==> config.mk <==
export PLATFORM = sky130hd
export DESIGN_NAME = bb3_ctrl
export DESIGN_NICKNAME = d
export VERILOG_FILES = /design/src/sv/box_blur_3x3_edge_clipped_unit_defines.svh /design/src/sv/bb3_pkg.sv /design/src/sv/bb3_ctrl.sv
export SDC_FILE = /design/constraint.sdc
export NUM_CORES = 1
export LEC_CHECK = 0
export BUFFER_PORTS_ARGS = -buffer_cell sky130_fd_sc_hd__clkbuf_2
export CAP_MARGIN = 20
export CORE_ASPECT_RATIO = 1.4
export CORE_MARGIN = 4
export CORE_UTILIZATION = 41
export CTS_BUF_LIST = sky130_fd_sc_hd__clkbuf_8 sky130_fd_sc_hd__clkbuf_16
export CTS_CLUSTER_DIAMETER = 200
export CTS_CLUSTER_SIZE = 12
export DETAILED_ROUTE_END_ITERATION = 7
export HOLD_SLACK_MARGIN = 0.06
export PLACE_DENSITY = 0.73
export SLEW_MARGIN = 20
export SYNTH_ARGS = -nofsm -noshare
export SYNTH_HDL_FRONTEND = slang
export SYNTH_SLANG_ARGS = --single-unit
==> constraint.sdc <==
create_clock -name clk -period 3.1 [get_ports clk]
set_input_delay 0 -clock clk [delete_from_list [all_inputs] [get_ports clk]]
set_output_delay 0 -clock clk [all_outputs]
set_load 0.05 [all_outputs]
==> src/sv/box_blur_3x3_edge_clipped_unit_defines.svh <==
// Assertion macros for the 3x3 box blur unit.
// Used by the top level; expects clk and rst_n in scope where expanded.
`ifndef BOX_BLUR_3X3_EDGE_CLIPPED_UNIT_DEFINES_SVH
`define BOX_BLUR_3X3_EDGE_CLIPPED_UNIT_DEFINES_SVH

// Consequent must hold in the same cycle as the antecedent.
`define BB3_ASSERT_NOW(label, ante, cons, msg) \
    label: assert property (@(posedge clk) disable iff (!rst_n) (ante) |-> (cons)) \
        else $error(msg);

// Consequent must hold in the cycle after the antecedent.
`define BB3_ASSERT_NEXT(label, ante, cons, msg) \
    label: assert property (@(posedge clk) disable iff (!rst_n) (ante) |=> (cons)) \
        else $error(msg);

`endif

==> src/sv/bb3_pkg.sv <==
// Package for the 3x3 box blur unit: payload structs, codes, controller
// commands and the small-divisor rounding function. No dependencies.
`timescale 1ns / 1ps
`default_nettype none

package bb3_pkg;

    // Field widths.
    localparam int COLOR_W        = 8;
    localparam int SUM_W          = 12;
    localparam int COUNT_W        = 4;
    localparam int FRAME_WIDTH_W  = 11;
    localparam int FRAME_HEIGHT_W = 13;
    localparam int CFG_DATA_W     = 13;
    localparam int CFG_IDX_W      = 2;
    localparam int RECIP_W        = 17;
    localparam int RECIP_SHIFT    = 17;
    localparam int PROD_W         = 30;

    // Register reset values.
    localparam int FRAME_WIDTH_RESET  = 640;
    localparam int FRAME_HEIGHT_RESET = 480;

    // Register indexes.
    localparam logic [CFG_IDX_W-1:0] REG_FRAME_WIDTH  = CFG_IDX_W'(0);
    localparam logic [CFG_IDX_W-1:0] REG_FRAME_HEIGHT = CFG_IDX_W'(1);

    // Item opcodes.
    localparam logic OP_PIXEL = 1'b0;
    localparam logic OP_DRAIN = 1'b1;

    typedef struct packed {
        logic               op;
        logic [COLOR_W-1:0] red_in;
        logic [COLOR_W-1:0] green_in;
        logic [COLOR_W-1:0] blue_in;
    } pix_t;

    typedef struct packed {
        logic [COLOR_W-1:0] red_out;
        logic [COLOR_W-1:0] green_out;
        logic [COLOR_W-1:0] blue_out;
        logic               frame_last;
    } res_t;

    // One stored RGB pixel; blue in the low byte.
    typedef struct packed {
        logic [COLOR_W-1:0] red;
        logic [COLOR_W-1:0] green;
        logic [COLOR_W-1:0] blue;
    } rgb_t;

    typedef enum logic [1:0] {
        ST_IDLE,
        ST_LOAD,
        ST_SUM,
        ST_DIV
    } bb3_state_t;

    // Commands from the controller to the datapath.
    typedef struct packed {
        logic               capture;
        logic               load;
        logic               sum_en;
        logic               clear_win;
        logic               out_load;
        logic               frame_last;
        logic               use_top;
        logic               use_bottom;
        logic               use_left;
        logic               use_right;
        logic [COUNT_W-1:0] count;
    } ctl_cmd_t;

    // Status from the datapath to the controller.
    typedef struct packed {
        logic out_free;
    } dp_sts_t;

    // Scaled reciprocal of 2*n, rounded up, for the divisors that can occur.
    function automatic logic [RECIP_W-1:0] recip_of(input logic [COUNT_W-1:0] n);
        logic [RECIP_W-1:0] m;
        case (n)
            COUNT_W'(1): m = RECIP_W'(65536);
            COUNT_W'(2): m = RECIP_W'(32768);
            COUNT_W'(3): m = RECIP_W'(21846);
            COUNT_W'(4): m = RECIP_W'(16384);
            COUNT_W'(6): m = RECIP_W'(10923);
            COUNT_W'(9): m = RECIP_W'(7282);
            default:     m = '0;
        endcase
        return m;
    endfunction

    // Mean rounded half up: floor((2*sum + n) / (2*n)), by reciprocal multiply.
    // The reciprocal error times the largest dividend stays below 2^17, so
    // the quotient is exact.
    function automatic logic [COLOR_W-1:0] round_mean(input logic [SUM_W-1:0] sum,
                                                     input logic [COUNT_W-1:0] n);
        logic [SUM_W:0]    dividend;
        logic [PROD_W-1:0] prod;
        dividend = {sum, 1'b0} + (SUM_W + 1)'(n);
        prod     = PROD_W'(dividend) * PROD_W'(recip_of(n));
        return prod[RECIP_SHIFT +: COLOR_W];
    endfunction

endpackage

`default_nettype wire

==> src/sv/bb3_ctrl.sv <==
// Controller of the 3x3 box blur: frame registers, stream position,
// window geometry and the per-item state machine. Depends on bb3_pkg.
`timescale 1ns / 1ps
`default_nettype none

module bb3_ctrl #(
    parameter int MAX_WIDTH  = 1024,
    parameter int MAX_HEIGHT = 4096,
    localparam int CW = (MAX_WIDTH > 1) ? $clog2(MAX_WIDTH) : 1
) (
    input  wire                               clk,
    input  wire                               rst_n,
    input  wire                               pix_valid,
    input  wire                               pix_op,
    output logic                              pix_ready,
    input  wire                               cfg_valid,
    output logic                              cfg_ready,
    input  wire  [bb3_pkg::CFG_IDX_W-1:0]     cfg_index,
    input  wire  [bb3_pkg::CFG_DATA_W-1:0]    cfg_data,
    input  bb3_pkg::dp_sts_t                  sts,
    output bb3_pkg::ctl_cmd_t                 cmd,
    output logic [CW-1:0]                     rd_addr
);

    localparam int WW = $clog2(MAX_WIDTH + 1);
    localparam int HW = $clog2(MAX_HEIGHT + 1);
    localparam int RW = $clog2(MAX_HEIGHT + 2);
    localparam logic [WW-1:0] WIDTH_RST =
        WW'((bb3_pkg::FRAME_WIDTH_RESET > MAX_WIDTH) ? MAX_WIDTH
                                                     : bb3_pkg::FRAME_WIDTH_RESET);
    localparam logic [HW-1:0] HEIGHT_RST =
        HW'((bb3_pkg::FRAME_HEIGHT_RESET > MAX_HEIGHT) ? MAX_HEIGHT
                                                       : bb3_pkg::FRAME_HEIGHT_RESET);

    // Neighborhood geometry of the result that an item produces.
    typedef struct packed {
        logic have;
        logic last;
        logic top;
        logic bottom;
        logic left;
        logic right;
    } geom_t;

    bb3_pkg::bb3_state_t state_reg, state_next;
    logic [CW-1:0] col_reg, col_next;
    logic [RW-1:0] row_reg, row_next;
    logic [WW-1:0] width_reg, width_next;
    logic [HW-1:0] height_reg, height_next;
    geom_t         geom_reg, geom_next;

    geom_t         geom_new;
    logic          accept;
    logic          start;
    logic          pixel_phase;
    logic          col0;
    logic          res_a;
    logic          res_b;
    logic [RW-1:0] row_h;
    logic [WW-1:0] col_inc;
    logic          cfg_restart;
    logic [1:0]    rows;
    logic [1:0]    cols;
    logic [bb3_pkg::FRAME_WIDTH_W-1:0]  fw;
    logic [bb3_pkg::FRAME_HEIGHT_W-1:0] fh;

    // Classify the offered item against the current stream position.
    // A pending register write goes first, so an item waits while it is offered.
    always_comb
    begin
        accept      = pix_valid && !cfg_valid && (state_reg == bb3_pkg::ST_IDLE);
        row_h       = RW'(height_reg);
        pixel_phase = row_reg < row_h;
        start       = accept && ((pix_op == bb3_pkg::OP_PIXEL) == pixel_phase);
        col0        = (col_reg == '0);
        // First column: finish the last pixel of the row two back.
        res_a       = col0 && (32'(row_reg) >= 32'd2);
        // Other columns: the pixel one row up and one column left.
        res_b       = !col0 && (row_reg != '0);
        geom_new.have   = res_a || res_b;
        geom_new.last   = res_a && (row_reg == row_h + RW'(1));
        geom_new.top    = res_a ? (32'(row_reg) >= 32'd3) : (32'(row_reg) >= 32'd2);
        geom_new.bottom = res_a ? (row_reg <= row_h) : (row_reg < row_h);
        geom_new.left   = res_a ? (32'(width_reg) >= 32'd2) : (32'(col_reg) >= 32'd2);
        geom_new.right  = res_b;
        geom_next       = start ? geom_new : geom_reg;
    end

    // Frame register writes: saturate to the supported range, restart the frame.
    always_comb
    begin
        fw          = cfg_data[bb3_pkg::FRAME_WIDTH_W-1:0];
        fh          = cfg_data[bb3_pkg::FRAME_HEIGHT_W-1:0];
        width_next  = width_reg;
        height_next = height_reg;
        cfg_restart = 1'b0;
        if (cfg_valid && cfg_ready)
        begin
            case (cfg_index)
                bb3_pkg::REG_FRAME_WIDTH:
                begin
                    if (fw == '0)
                        width_next = WW'(1);
                    else if (32'(fw) > 32'(MAX_WIDTH))
                        width_next = WW'(MAX_WIDTH);
                    else
                        width_next = WW'(fw);
                    cfg_restart = 1'b1;
                end
                bb3_pkg::REG_FRAME_HEIGHT:
                begin
                    if (fh == '0)
                        height_next = HW'(1);
                    else if (32'(fh) > 32'(MAX_HEIGHT))
                        height_next = HW'(MAX_HEIGHT);
                    else
                        height_next = HW'(fh);
                    cfg_restart = 1'b1;
                end
                default:
                begin
                end
            endcase
        end
    end

    // Stream position: advance on each item that takes effect.
    always_comb
    begin
        col_inc  = WW'(col_reg) + WW'(1);
        col_next = col_reg;
        row_next = row_reg;
        if (cfg_restart)
        begin
            col_next = '0;
            row_next = '0;
        end
        else if (start)
        begin
            if (geom_new.last)
            begin
                col_next = '0;
                row_next = '0;
            end
            else if (col_inc >= width_reg)
            begin
                col_next = '0;
                row_next = row_reg + RW'(1);
            end
            else
            begin
                col_next = col_inc[CW-1:0];
            end
        end
    end

    // Next state.
    always_comb
    begin
        state_next = state_reg;
        case (state_reg)
            bb3_pkg::ST_IDLE:
                if (start)
                    state_next = bb3_pkg::ST_LOAD;
            bb3_pkg::ST_LOAD:
                state_next = geom_reg.have ? bb3_pkg::ST_SUM : bb3_pkg::ST_IDLE;
            bb3_pkg::ST_SUM:
                state_next = bb3_pkg::ST_DIV;
            bb3_pkg::ST_DIV:
                if (sts.out_free)
                    state_next = bb3_pkg::ST_IDLE;
            default:
                state_next = bb3_pkg::ST_IDLE;
        endcase
    end

    // State machine outputs and datapath commands.
    always_comb
    begin
        rows           = 2'd1 + {1'b0, geom_reg.top} + {1'b0, geom_reg.bottom};
        cols           = 2'd1 + {1'b0, geom_reg.left} + {1'b0, geom_reg.right};
        pix_ready      = 1'b0;
        cfg_ready      = 1'b0;
        cmd            = '0;
        cmd.frame_last = geom_reg.last;
        cmd.use_top    = geom_reg.top;
        cmd.use_bottom = geom_reg.bottom;
        cmd.use_left   = geom_reg.left;
        cmd.use_right  = geom_reg.right;
        cmd.count      = {2'b00, rows} * {2'b00, cols};
        cmd.clear_win  = cfg_restart;
        case (state_reg)
            bb3_pkg::ST_IDLE:
            begin
                pix_ready   = !cfg_valid;
                cfg_ready   = 1'b1;
                cmd.capture = start;
            end
            bb3_pkg::ST_LOAD:
                cmd.load = 1'b1;
            bb3_pkg::ST_SUM:
            begin
                cmd.sum_en    = 1'b1;
                cmd.clear_win = geom_reg.last;
            end
            bb3_pkg::ST_DIV:
                cmd.out_load = sts.out_free;
            default:
            begin
            end
        endcase
    end

    assign rd_addr = col_reg;

    // Control registers.
    always_ff @(posedge clk or negedge rst_n)
    begin
        if (!rst_n)
        begin
            state_reg  <= bb3_pkg::ST_IDLE;
            col_reg    <= '0;
            row_reg    <= '0;
            width_reg  <= WIDTH_RST;
            height_reg <= HEIGHT_RST;
            geom_reg   <= '0;
        end
        else
        begin
            state_reg  <= state_next;
            col_reg    <= col_next;
            row_reg    <= row_next;
            width_reg  <= width_next;
            height_reg <= height_next;
            geom_reg   <= geom_next;
        end
    end

endmodule

`default_nettype wire

==> impl_metrics.csv <==
group,metric,value,unit
global_route,grt_usage,20.4,%
detailed_routing,drtIter0Drc,316,
final_layout,antenna_cells,0,
clock_tree,clock-root-buffer,"clkbuf_16",
detailed_routing,num_vias,4068,
critical_path,cp.required,3.27,ns
power,p_int,2.16,mW
global_route,grt_max_degree,32,
critical_path,crit_chain,"ha_4 > nand3_4 > nor2_4 > nand3_2 > xnor2_2 > ha_2 > or4_4 > a221oi_4 > o21ai_2 > and3_4 > and4_1 > or3_1",
critical_path,r2r_end,"row_reg[10]$_DFFE_PN0P_",
final_layout,layout.nets,630,
yosys,seq_area_frac_synth,32.2,%
detailed_routing,wl_per_cell,17.0,um
final_layout,layout.cells.non_filler,713,
placed_design,dp_hpwl,9.10,mm
power,p_switching,2.01,mW
worst_hold_path,min_path_type,"in2reg",
final_layout,area_growth,20.2,%
critical_path,cp.arrival,3.18,ns
timing,rsz0062_at_grt,"yes",
yosys,synth_nets,568,
clock_tree,clock_latency,0.30,ns
power,swShare,48.2,%
clock_tree,numCtsBuffers,5,
die,dieWidth,94.5,um
clock_tree,clk_pin_slew,0.08,ns
timing,tightest_slew,0.853,ns
critical_path,timing.critical_path.buf_inv,0,
yosys,postSynthCellCount,512,
yosys,yosys-top-cells-area,"dfrtp_1 (29%), ha_1 (10%), nand2_1 (4.5%)",
critical_path,path_depth,12,
detailed_routing,ant_nets,0,
outcome,status,"finished clean",
timing,slew_viol_final,0,
yosys,synth_area,4300,um^2
yosys,avgSynthCellArea,8.39,um^2
critical_path,slowest_delay,0.49,ns
yosys,ys_ff_latch,55,
clock_tree,cts_sinks,55,
timing,finClkSkew,0.0102,ns
timing,setup_slack,0.0899,ns
placed_design,port_buffers,46,
critical_path,cp_top_family,"simple AND/OR/NAND/NOR gates",
die,die_y,129,um
power,p_seq_share,29.1,%
detailed_routing,viasPerCell,5.71,
timing,finalSetupViolCount,0,
power,max-vdd-ir-drop,0.505,mV
critical_path,r2r_cells,12,
clock_tree,cts_max_level,2,
placed_design,routabilityCongestion,0.909,
critical_path,cp-start-kind,"flip-flop",
critical_path,crit_end,"row_reg[10]$_DFFE_PN0P_",
final_layout,layout-drive-gt1-share,22.3,%
power,comb_power_share,55.3,%
timing,max-slew-margin-rel,43.1,%
placed_design,dp.cells,684,
yosys,yosysTopAreaCellShare,28.5,%
die,core,10300,um^2
die,row_count,44,
job,max_cap_violations,0,
detailed_routing,wirelength,12.1,mm
detailed_routing,route.detailed.drc,0,
power,clkPwrFrac,15.6,%
clock_tree,clockBufferDepth,2,
critical_path,rrSetupSlack,0.09,ns
power,cellPowerDensity,807,nW/um^2
timing,clock.fmax,332,MHz
timing,finalHoldViolations,0,
power,p_leak,2.42,nW
global_route,first_global_vias,4074,
die,ioPinCount,47,
power,design_power_total,4.17,mW
die,start_util,41.7,%
timing,finalCritPeriodShare,97.1,%
placed_design,placed_area,4770,um^2
global_route,antenna_found_initial,0,
yosys,synth_cell_types,58,
yosys,synth.largest_area_cell,"dfrtp_1",
clock_tree,cts_tree,"done",
critical_path,cp_slowest_cell,"or4_4",
timing,finalCriticalPeriod,3.01,ns
final_layout,finalInstanceArea,5160,um^2
critical_path,crit_type,"reg2reg",
placed_design,post-place-ws,0.0896,ns
critical_path,cp-startpoint,"rd_addr[0]$_DFFE_PN0P_",
die,dieArea,12200,um^2
detailed_routing,first_pass_iters,4,
yosys,ys.flop_type,"dfrtp_1",
timing,hold_slack,0.0682,ns
yosys,yosys_warnings,0,
global_route,globalRouteOverflowTotal,0,
critical_path,end_kind,"flip-flop",
yosys,synth_edf_count,0,
global_route,grt_first_pass_wirelength,19.7,mm
critical_path,cp_max_fo,7,
yosys,postSynth.asyncResetShare,100,%
critical_path,r2r-start,"rd_addr[0]$_DFFE_PN0P_",
worst min-delay path by stage:
stage,start,to,cells past startpoint
global placement,rst_n,height_reg[10]$_DFFE_PN0P_,1
finish,cfg_data[0],height_reg[0]$_DFFE_PN0P_,4
floorplan,rst_n,asynchronous set/reset pin,0
detailed placement,rst_n,height_reg[10]$_DFFE_PN0P_,1
CTS,cfg_data[0],height_reg[0]$_DFFE_PN0P_,4
global route,cfg_data[0],height_reg[0]$_DFFE_PN0P_,4
cell usage in the layout (no fill, tap or decap), types with 6 or more instances in the layout:
master         count
buf_4             34
nand2_1           52
a21o_1            10
nor2_1            27
nand3_1           22
inv_1             34
o21ai_0           28
ha_1              33
dlygate4sd3_1     14
and3_1             8
nor3_1            17
dfstp_2            6
xnor2_1            6
clkbuf_2          46
dfrtp_1           43
a21oi_1           20
nand2b_1          11
dfrtp_2            6
a2bb2oi_1          6
nor4_1            11
a22o_1            14
xor2_1            14
nand4_1           24
metrics by stage:
step / utilization [%] / TNS (ns)
after floorplan: - / 0
after global placement: 46.3 / 0
after detailed placement: 46.3 / 0
after CTS: 49.3 / 0
after global routing: 50.2 / -0.303
final: 50.2 / 0
repair_timing:
action                                  in CTS  in global routing
endpoints found under the setup margin       0                 12
buffers inserted                             0                  7
hold endpoints to repair                    48                  0
resized for setup                            0                  7
hold buffers                                14                  0
cells by family after synthesis:
| family | Yosys count | share of synthesized area (%) |
|---|---|---|
| AND/OR/NAND/NOR | 216 | 27.8 |
| AO/OA/AOI/OAI | 106 | 16.5 |
| flip-flops | 55 | 32.2 |
| multiplexers | 5 | 1.25 |
| XOR/XNOR | 21 | 4.28 |
| adder cells (fa/ha/maj) | 36 | 10.4 |
| buffers and inverters | 73 | 7.54 |
per-layer routing:
layer  share of wire [%]  routed length, um  global-route usage [%]
met1                  38               4570                    22.0
met2                  54               6560                    36.6
met3                 2.7                324                    2.61
met4                 5.6                679                    13.8
met5                   0                  0                       0
worst reg2reg max path, stage by stage, from the launching register on:
cell and delay, ns:
dfrtp_2 0.44, ha_4 0.17, nand3_4 0.09, nor2_4 0.16, nand3_2 0.10, xnor2_2 0.16, ha_2 0.20, or4_4 0.49
a221oi_4 0.21, o21ai_2 0.13, and3_4 0.21, and4_1 0.18, or3_1 0.31
final cells by class:
cell class | instances | area (um^2)
clock buffers | 5 | 125
clock inverters | 3 | 41.3
fillers | 956 | 5130
inverters | 34 | 128
multi-input cells | 384 | 2680
flip-flops and latches | 55 | 1390
well taps | 138 | 173
repair buffers | 94 | 626
synth_stat cells, drive strengths merged, types with 2 or more instances:
master	n
nor2b	5
nor3	17
and3	10
nand2	52
clkbuf	20
o211ai	4
a22o	14
nand3b	2
or3	4
and2	4
nor2	29
nor3b	5
nand3	25
o31ai	3
dfrtp	49
nand2b	11
o311ai	2
and4	5
xor2	14
nor4	15
o21ai	29
mux2	3
nand4	25
a211oi	4
a21o	10
mux2i	2
buf	19
a2bb2oi	6
or2	4
xnor2	7
inv	34
dfstp	6
a31oi	2
ha	35
a21oi	23
power by group through the flow:
stage	registers [mW]	logic (mW)	clock network (mW)
finish	1.21	2.30	0.649
global placement	1.21	2.16	0
global route	1.24	2.53	0.694
detailed placement	1.23	2.23	0
CTS	1.21	2.26	0.658
floorplan	1.15	1.73	0
Note: power is estimated with default switching activity, not from simulation.
